===== src/rtl/trial_division_prime_test_macros.svh =====
// Assertion macros shared by the prime test RTL.
`ifndef TRIAL_DIVISION_PRIME_TEST_MACROS_SVH
`define TRIAL_DIVISION_PRIME_TEST_MACROS_SVH

// Same-cycle implication, disabled during reset.
`define TDP_ASSERT_IMP(label, clk, rst_n, ante, cons) \
    label: assert property (@(posedge clk) disable iff (!(rst_n)) (ante) |-> (cons)) \
        else $error("tdp: same-cycle check failed");

// Next-cycle implication, disabled during reset.
`define TDP_ASSERT_NXT(label, clk, rst_n, ante, cons) \
    label: assert property (@(posedge clk) disable iff (!(rst_n)) (ante) |=> (cons)) \
        else $error("tdp: next-cycle check failed");

`endif


===== src/rtl/tdp_pkg.sv =====
// Package with widths, constants and control and status structs of the prime test.
package tdp_pkg;

    localparam int VALUE_WIDTH = 32;
    localparam int CNT_W       = $clog2(VALUE_WIDTH + 1);

    localparam logic [CNT_W-1:0]       CNT_LOAD  = CNT_W'(VALUE_WIDTH);
    localparam logic [CNT_W-1:0]       CNT_LAST  = CNT_W'(1);
    localparam logic [CNT_W-1:0]       CNT_ZERO  = '0;
    localparam logic [VALUE_WIDTH-1:0] VAL_TWO   = VALUE_WIDTH'(2);
    localparam logic [VALUE_WIDTH-1:0] VAL_FOUR  = VALUE_WIDTH'(4);
    localparam logic [VALUE_WIDTH-1:0] D_FIRST   = VALUE_WIDTH'(3);
    localparam logic [VALUE_WIDTH-1:0] D_STEP    = VALUE_WIDTH'(2);

    typedef struct packed {
        logic start;
    } t_div_ctl;

    typedef struct packed {
        logic busy;
        logic done;
    } t_div_stat;

endpackage


===== src/rtl/tdp_serial_div.sv =====
// Bit-serial restoring divider: one quotient bit per cycle.
`include "trial_division_prime_test_macros.svh"

module tdp_serial_div
    import tdp_pkg::*;
(
    input  logic                   i_clk,
    input  logic                   i_rst_n,
    input  t_div_ctl               i_ctl,
    input  logic [VALUE_WIDTH-1:0] i_dividend,
    input  logic [VALUE_WIDTH-1:0] i_divisor,
    output t_div_stat              o_stat,
    output logic [VALUE_WIDTH-1:0] o_quo,
    output logic [VALUE_WIDTH-1:0] o_rem
);

    logic [VALUE_WIDTH-1:0] r_quo, n_quo;
    logic [VALUE_WIDTH-1:0] r_rem, n_rem;
    logic [CNT_W-1:0]       r_cnt, n_cnt;
    logic                   r_done, n_done;
    logic [VALUE_WIDTH:0]   trial;
    logic [VALUE_WIDTH:0]   diff;
    logic                   busy;

    assign busy  = (r_cnt != CNT_ZERO);
    assign trial = {r_rem, r_quo[VALUE_WIDTH-1]};
    assign diff  = trial - {1'b0, i_divisor};

    always_comb begin
        n_quo  = r_quo;
        n_rem  = r_rem;
        n_cnt  = r_cnt;
        n_done = 1'b0;
        if (i_ctl.start) begin
            n_quo = i_dividend;
            n_rem = '0;
            n_cnt = CNT_LOAD;
        end else if (busy) begin
            // shift in one dividend bit, subtract if it fits
            if (!diff[VALUE_WIDTH]) begin
                n_rem = diff[VALUE_WIDTH-1:0];
                n_quo = {r_quo[VALUE_WIDTH-2:0], 1'b1};
            end else begin
                n_rem = trial[VALUE_WIDTH-1:0];
                n_quo = {r_quo[VALUE_WIDTH-2:0], 1'b0};
            end
            n_cnt  = r_cnt - CNT_LAST;
            n_done = (r_cnt == CNT_LAST);
        end
    end

    always_ff @(posedge i_clk) begin
        if (!i_rst_n) begin
            r_cnt  <= CNT_ZERO;
            r_done <= 1'b0;
        end else begin
            r_cnt  <= n_cnt;
            r_done <= n_done;
        end
        r_quo <= n_quo;
        r_rem <= n_rem;
    end

    assign o_stat.busy = busy;
    assign o_stat.done = r_done;
    assign o_quo       = r_quo;
    assign o_rem       = r_rem;

    `TDP_ASSERT_IMP(a_no_restart_busy, i_clk, i_rst_n, i_ctl.start, !busy)
    `TDP_ASSERT_NXT(a_start_runs, i_clk, i_rst_n, i_ctl.start, busy && !r_done)

endmodule


===== config.mk =====
export PLATFORM = sky130hd
export DESIGN_NAME = tdp_serial_div
export DESIGN_NICKNAME = d
export VERILOG_FILES = /design/src/rtl/tdp_pkg.sv /design/src/rtl/tdp_serial_div.sv
export VERILOG_INCLUDE_DIRS = /design/src /design/src/rtl
export SDC_FILE = /design/constraint.sdc
export NUM_CORES = 1
export LEC_CHECK = 0
export BUFFER_PORTS_ARGS = -buffer_cell sky130_fd_sc_hd__buf_2
export CAP_MARGIN = 25
export CORE_AREA = 2 2 96 98
export DETAILED_ROUTE_END_ITERATION = 6
export DIE_AREA = 0 0 98 100
export PLACE_DENSITY = 0.85
export SETUP_SLACK_MARGIN = 0.2
export SLEW_MARGIN = 5
export SYNTH_ARGS = -nofsm -noshare
export SYNTH_HDL_FRONTEND = slang
export SYNTH_SLANG_ARGS = --single-unit
export TNS_END_PERCENT = 1

===== constraint.sdc =====
create_clock -name i_clk -period 6.3 [get_ports i_clk]
set_input_delay 0.63 -clock i_clk [delete_from_list [all_inputs] [get_ports i_clk]]
set_output_delay 0.63 -clock i_clk [all_outputs]
set_load 0.02 [all_outputs]

# --- Word-level counts from Yosys, hierarchy flattened ---
# Index checks and enable logic that the tools add are counted.
# Widths: inputs -> output; s select.
op_classes:
  n_reduce_logical: 4
  n_eq_ne: 1
  bitwise_logic: 2
  addsub: 2
  n_mux: 6
ops:
  columns: ["cell", "n"]
  rows:
  - ["$mux 32", 3]
  - ["$sub 33x32->33", 1]
  - ["$mux 6", 2]
  - ["$eq 6x1->1 const B", 1]
  - ["$reduce_bool 6->1", 1]
  - ["$sub 6x1->6 const B", 1]
  - ["$reduce_or 3->1", 1]
  - ["$not 1->1", 2]
  - ["$reduce_bool 2->1", 1]
  - ["$reduce_or 2->1", 1]
  - ["$mux 1", 1]
totals:
  out_inout_bits: 66
  ff_bits: 71
  wordCells: 20
  in_bits: 67

# --- Longest topological paths before layout ---
# Gate-level depths: netlist (run 1).
logic_depth:
  depth_word: 4
  mapped_depth: 14
  depth_no_buf: 12

# --- Least setup slack after synthesis (run 1) ---
# OpenSTA, ideal clock, no wires.
synth_path:
  path_kind: "input -> register"
  startpoint: "in i_divisor[0]"
  endpoint: "reg r_rem[27], in the netlist o_rem[27]"
  required_ns: 6.221
  t_arrival_ns: 3.217
  n_path_buf: 1
  path_stages: 12
  setup_ns: 0.079
  slack_ns: 3.004
  cell_sequence: "ha_1 -> fa_1 -> nand2b_1 -> a21o_1 -> a311o_2 -> a21oi_4 -> a211o_1 -> nand3_1 -> and3_1 -> buf_6 -> or3_1 -> a211oi_2"
synth_between:
  elab_chain_len: 2
synth_lines:
  columns: ["item", "line", "rtl"]
  rows:
  - ["from (decl)", "tdp_serial_div.sv:11", "input logic [VALUE_WIDTH-1:0] i_divisor,"]
  - ["$sub 33x32->33", "tdp_serial_div.sv:27", "assign diff = trial - {1'b0, i_divisor};"]
  - ["$mux 32", "tdp_serial_div.sv:40", "if (!diff[VALUE_WIDTH]) begin"]
  - ["to (signal assigned)", "tdp_serial_div.sv:61", "r_rem <= n_rem;"]
  - ["to (decl)", "tdp_serial_div.sv:18", "logic [VALUE_WIDTH-1:0] r_rem, n_rem;"]
# Every way passes these cells.
# A chain may end at the register's enable or synchronous reset.

# --- Final worst setup path (run 1) ---
layout_path:
  startpoint: "reg r_quo[31], in the netlist o_quo[31]"
  endpoint: "reg r_rem[1], in the netlist o_rem[1]"
layout_between:
  elab_chain_len: 2
layout_lines:
  columns: ["item", "line", "rtl"]
  rows:
  - ["from (decl)", "tdp_serial_div.sv:17", "logic [VALUE_WIDTH-1:0] r_quo, n_quo;"]
  - ["from (signal assigned)", "tdp_serial_div.sv:60", "r_quo <= n_quo;"]
  - ["$sub 33x32->33", "tdp_serial_div.sv:27", null]
  - ["$mux 32", "tdp_serial_div.sv:40", null]
# Every way passes these cells.

==> results of run 1 <==
[critical path, cell delays in order, from the launching register on]
cell	delay [ps]
edfxtp_1	340
inv_1	60
ha_1	200
fa_1	390
nand2b_1	210
a21o_1	220
a311o_2	420
a21oi_4	200
a211o_1	210
a211o_1	160
and3_1	790
nor4_1	80
a311o_1	350
[cell families after synthesis]
group,Yosys count,share of synthesized area (%)
simple gates,162,15.7
compound gates,132,18.4
buf+inv,82,7.00
flops,71,35.4
mux,40,8.98
fa+ha+maj,35,9.06
xor+xnor,31,5.52
[power by group]
| part | switching (mW) | internal, mW | total, mW | leakage, nW |
|---|---|---|---|---|
| logic | 1.06 | 0.637 | 1.70 | 1.99 |
| registers | 0.146 | 0.669 | 0.815 | 0.651 |
| clock network | 0.177 | 0.181 | 0.358 | 0.0859 |
| total | 1.39 | 1.49 | 2.87 | 2.72 |
[cell type report]
type                       instances  area (sq um)
fill                             726          3110
multi-input combinational        400          2830
sequential                        71          1740
timing repair buffer             135           703
inverter                          47           176
tap                              111           139
clock buffer                      10           128
clock inverter                     6          61.3
[worst paths after layout]
path / from / endpoint / slack (ps)
min reg2reg: r_cnt[1] / r_cnt[1] / 520
max: o_quo[31] / o_rem[1] / 2550
min: r_cnt[1] / r_cnt[1] / 520
max reg2reg: o_quo[31] / o_rem[1] / 2550
[metal layers]
metal	part of all wire [%]	vias up
met3	6.9	30
met1	41	2167
met2	50	187
met5	0	-
li1	-	2220
met4	2.0	0
[flip-flops by register name, indices dropped and copies added (netlist names)]
| name | cells |
|---|---|
| o_quo | 32 |
| o_rem | 32 |
| r_cnt | 6 |
| r_done | 1 |
[Yosys cell counts (all sizes together), types with 14 or more instances]
library cell  number
xor2              14
a31oi             14
a21oi             31
mux2              33
o21ai             18
dfxtp             39
xnor2             17
clkbuf            23
nand2             47
inv               46
ha                34
nor2              48
edfxtp            32
[metrics by stage]
| step | hold slack, ps | utilization [%] | cells |
|---|---|---|---|
| CTS | 518 | 65.0 | 780 |
| global route | 553 | 65.0 | 780 |
| floorplan | 484 | - | 553 |
| detailed placement | 508 | 62.9 | 764 |
| global placement | 495 | 62.6 | 763 |
| finish | 520 | 65.0 | 780 |
==> flow_summary.toml, run 1 <==
[power]
ir_worst_vdd_uv = 289
power.leakage_nw = 2.72
p_per_area_mw_per_mm2 = 497
power_mw = 2.87

[flow_run]
maxCapViolCount = 0

[sta]
rsz0062_at_grt = "no"
setup_viol = 0
finalHoldViolCount = 0
worst_pin_slew_ps = 973
fin_skew_ps = 12.5
period_share_pct = 59.5
period_needed_ps = 3750
setup_ws_ps = 2550
max_slew_margin_pct = 34.5
fin_setup_tns_ps = 0
fmax_mhz = 267
maxSlewViolCount = 0

[place]
io_buffer_count = 132
preCtsSetupSlack_ps = 2240
dp_hpwl_um = 9450
place_congestion = 0.941
placed_cell_area_sq_mm = 0.00559

[global_routing]
grt_pass1_wl_um = 20400
met1_usage_pct = 32.3
overflow = 0
antenna_found_initial = 0
grt_pass1_vias = 4393
grt_max_degree = 62
grt_use_met2_pct = 43.2
use_met3_pct = 5.08
grt_use_total_pct = 25.3
grt.busiest_layer = "met2"

[worst_setup_path]
critPathCaptureType = "register"
cp_max_fo = 26
required_ps = 6540
startpoint_type = "register"
crit_type = "register to register"
cp_data_arrival_time_ps = 3990
reg2regPathDepth = 12

[routing]
drc_errors = 0
wl_um = 12700
drt_iter0_drc = 305
wl_per_cell_um = 16.3
via_count = 4604
dr.pass1.iters = 7
via_per_inst = 5.90
ant_nets = 0

[layout]
drive_gt1_share_pct = 28.3
final_net_count = 766
antenna_cells = 0
design_area_sq_mm = 0.00578
final_cell_mix = "buf_2 (132), nor2_1 (47), nand2_1 (47), inv_1 (46), dfxtp_1 (39)"
mostFrequentLayoutCell = "buf_2"
area_growth_syn_to_layout_pct = 17.6

[clock_tree]
clk_path_buf_depth = 2
clockRootBuffer = "clkbuf_8"
clk_pin_slew_ps = 70
cts_resized = 0
cts.sinks = 71
clk-insertion-delay-late_ps = 360
ctsHoldBuffers = 0
numCtsBuffers = 9
h-tree-depth = 3
cts_tree = "built"
cts_setup_buffers = 0

[floorplan]
die_y_um = 100
num_rows = 35
die-area_sq_mm = 0.00980
start_util_pct = 55.3
die_x_um = 98
coreArea_sq_mm = 0.00889
ios = 133

[synthesis]
synth_edf_count = 32
syn_avg_cell_area_sq_um = 8.89
syn_area_sq_mm = 0.00492
syn_nets = 655
ys_top_cells_by_area = "edfxtp_1 (20%), dfxtp_1 (16%), ha_1 (8.6%)"
synthCells = 553
synthArstFlopShare_pct = 0
yosys.area.top_type = "edfxtp_1"
ys_warn_count = 0
synth_top_cell_area_share_pct = 19.5
ys_ff_latch = 71
synthFlopType = "dfxtp_1"
yosysSeqAreaShare_pct = 35.4
synth.distinct_cells = 59

[hold_path]
min_path_type = "register to register"
whs_path_depth = 2

[outcome]
status = "complete, no violations"
(Power assumes the default switching activity.)
==> run 2: changes to the inputs <==
Settings changed: CORE_AREA 2 2 96 98 to 2 2 105 107, DIE_AREA 0 0 98 100 to 0 0 107 109, PLACE_DENSITY 0.85 to 0.75.
Clock period 6.3 ns to 3.15 ns, I/O delays scaled along.
==> run 2 against run 1 <==
Net effect: count of clock-buffer cells in the layout stayed put; combinational power up 140%; hold slack lost 260 ps; register-to-register slack lost 2500 ps; global-route usage down 3.0 points; wire length increased by 7.4%; first-iteration DRC count fell by 10%; via count rose by 1.0%; critical endpoint is now o_rem[9]; largest power group unchanged.
==> flow_summary.toml, run 2 (same netlist as run 1, synthesis figures left out) <==
[global_routing]
grt_pass1_vias = 4388
grt_use_met2_pct = 39.9
grt.busiest_layer = "met2"
grt_pass1_wl_um = 20800
met1_usage_pct = 28.0
antenna_found_initial = 0
use_met3_pct = 3.59
grt_max_degree = 61
grt_use_total_pct = 22.3
overflow = 0

[sta]
worst_pin_slew_ps = 715
setup_viol = 0
fmax_mhz = 322
fin_skew_ps = 12.0
setup_ws_ps = 43.9
max_slew_margin_pct = 52.4
period_needed_ps = 3110
period_share_pct = 98.6
rsz0062_at_grt = "yes"
maxSlewViolCount = 0
finalHoldViolCount = 0
fin_hold_ws_ps = 261
fin_setup_tns_ps = 0

[place]
place_congestion = 0.878
dp_hpwl_um = 10000
preCtsSetupSlack_ps = -13.5
io_buffer_count = 132

[clock_tree]
clk_pin_slew_ps = 80
numCtsBuffers = 9
cts.sinks = 71
h-tree-depth = 3
clk_path_buf_depth = 2
clk-insertion-delay-late_ps = 350
ctsHoldBuffers = 0
cts_tree = "built"
clockRootBuffer = "clkbuf_8"

[worst_setup_path]
critPathCaptureType = "register"
cpLargestDelayFamily = "compound AO/OA/AOI/OAI gates"
required_ps = 3330
cp_data_arrival_time_ps = 3290
crit_type = "register to register"
cpPeakStageDelay_ps = 410
path_buf_inv = 3
cp_max_fo = 6
crit_chain = "inv_2 > ha_4 > fa_2 > nand2b_4 > a21o_1 > a311o_2 > a21oi_4 > a211o_1 > nand3_2 > and3_4 > buf_12 > buf_4 > a31oi_1 > o22ai_1"
startpoint_type = "register"
slowest_stage = "a311o_2"

[floorplan]
start_util_pct = 46.4
die_y_um = 109
die_x_um = 107
ios = 133
die-area_sq_mm = 0.0117
num_rows = 38
coreArea_sq_mm = 0.0106

[layout]
drive_gt1_share_pct = 33.4
final_net_count = 794
mostFrequentLayoutCell = "buf_2"
area_growth_syn_to_layout_pct = 25.9
antenna_cells = 0
fin_util_pct = 58.4
fillers = 920
final_cell_mix = "buf_2 (132), nor2_1 (47), inv_1 (45), nand2_1 (45), dfxtp_1 (39)"
register_area_sq_mm = 0.00174
multi_input_area_sq_mm = 0.00293

[routing]
wl_um = 13600
wl_per_cell_um = 16.3
ant_nets = 0
drc_errors = 0
drt_iter0_drc = 273
via_count = 4652
via_per_inst = 5.56
dr.pass1.iters = 5

[hold_path]
min_path_type = "input pin to register"

[power]
power_mw = 6.49
p_per_area_mw_per_mm2 = 1050
ir_worst_vdd_uv = 443
power.leakage_nw = 2.91

[outcome]
status = "complete, no violations"

[flow_run]
maxCapViolCount = 0
-- run 2: timing repair --
item | 4_1_cts | 5_1_grt
setup buffers | 9 | 5
gates resized for setup | 1 | 20
pin swaps | 8 | 20
setup endpoints to repair | 28 | 33
-- run 2: final cells by class --
class,count,share of cell area [%]
Multi-Input combinational cell,400,47.2
Clock buffer,10,2.06
Inverter,47,2.85
Clock inverter,6,1.37
Tap cell,140,2.83
Timing Repair Buffer,163,15.5
Sequential cell,71,28.1
-- run 2: metal layers --
metal	wire [um]	part of all wire, %	vias to the layer above
li1	-	-	2279
met1	5730	42	2211
met2	7030	51	138
met3	687	5.0	24
met4	201	1.5	0
met5	0	0	-
-- run 2: where the power goes --
group	internal (mW)	switching, mW
Clock	0.445	0.358
Sequential	1.34	0.290
Combinational	1.74	2.32
-- run 2: worst reg2reg max path, cell delays in order, from the launching register on --
cell and delay [ps]:
edfxtp_1 360, inv_2 60, ha_4 160, fa_2 330, nand2b_4 160, a21o_1 180, a311o_2 410, a21oi_4 180
a211o_1 200, nand3_2 120, and3_4 210, buf_12 140, buf_4 130, a31oi_1 170, o22ai_1 150
-- run 2: metrics by stage --
step / area, sq um / std cells
3_5_place_dp: 5780 / 807
2_1_floorplan: 4960 / 553
3_3_place_gp: 5750 / 806
6_report: 6190 / 837
5_1_grt: 6190 / 837
4_1_cts: 6060 / 832
-- run 2: worst paths after layout --
check / startpoint / to / slack (ps) / depth (start not counted)
worst min register to register: r_cnt[1] / r_cnt[1] / 520 / 2
worst max register to register: o_quo[31] / o_rem[9] / 40 / 14
worst min-delay path: i_dividend[22] / o_quo[22] / 260 / 2
worst max-delay path: o_quo[31] / o_rem[9] / 40 / 14
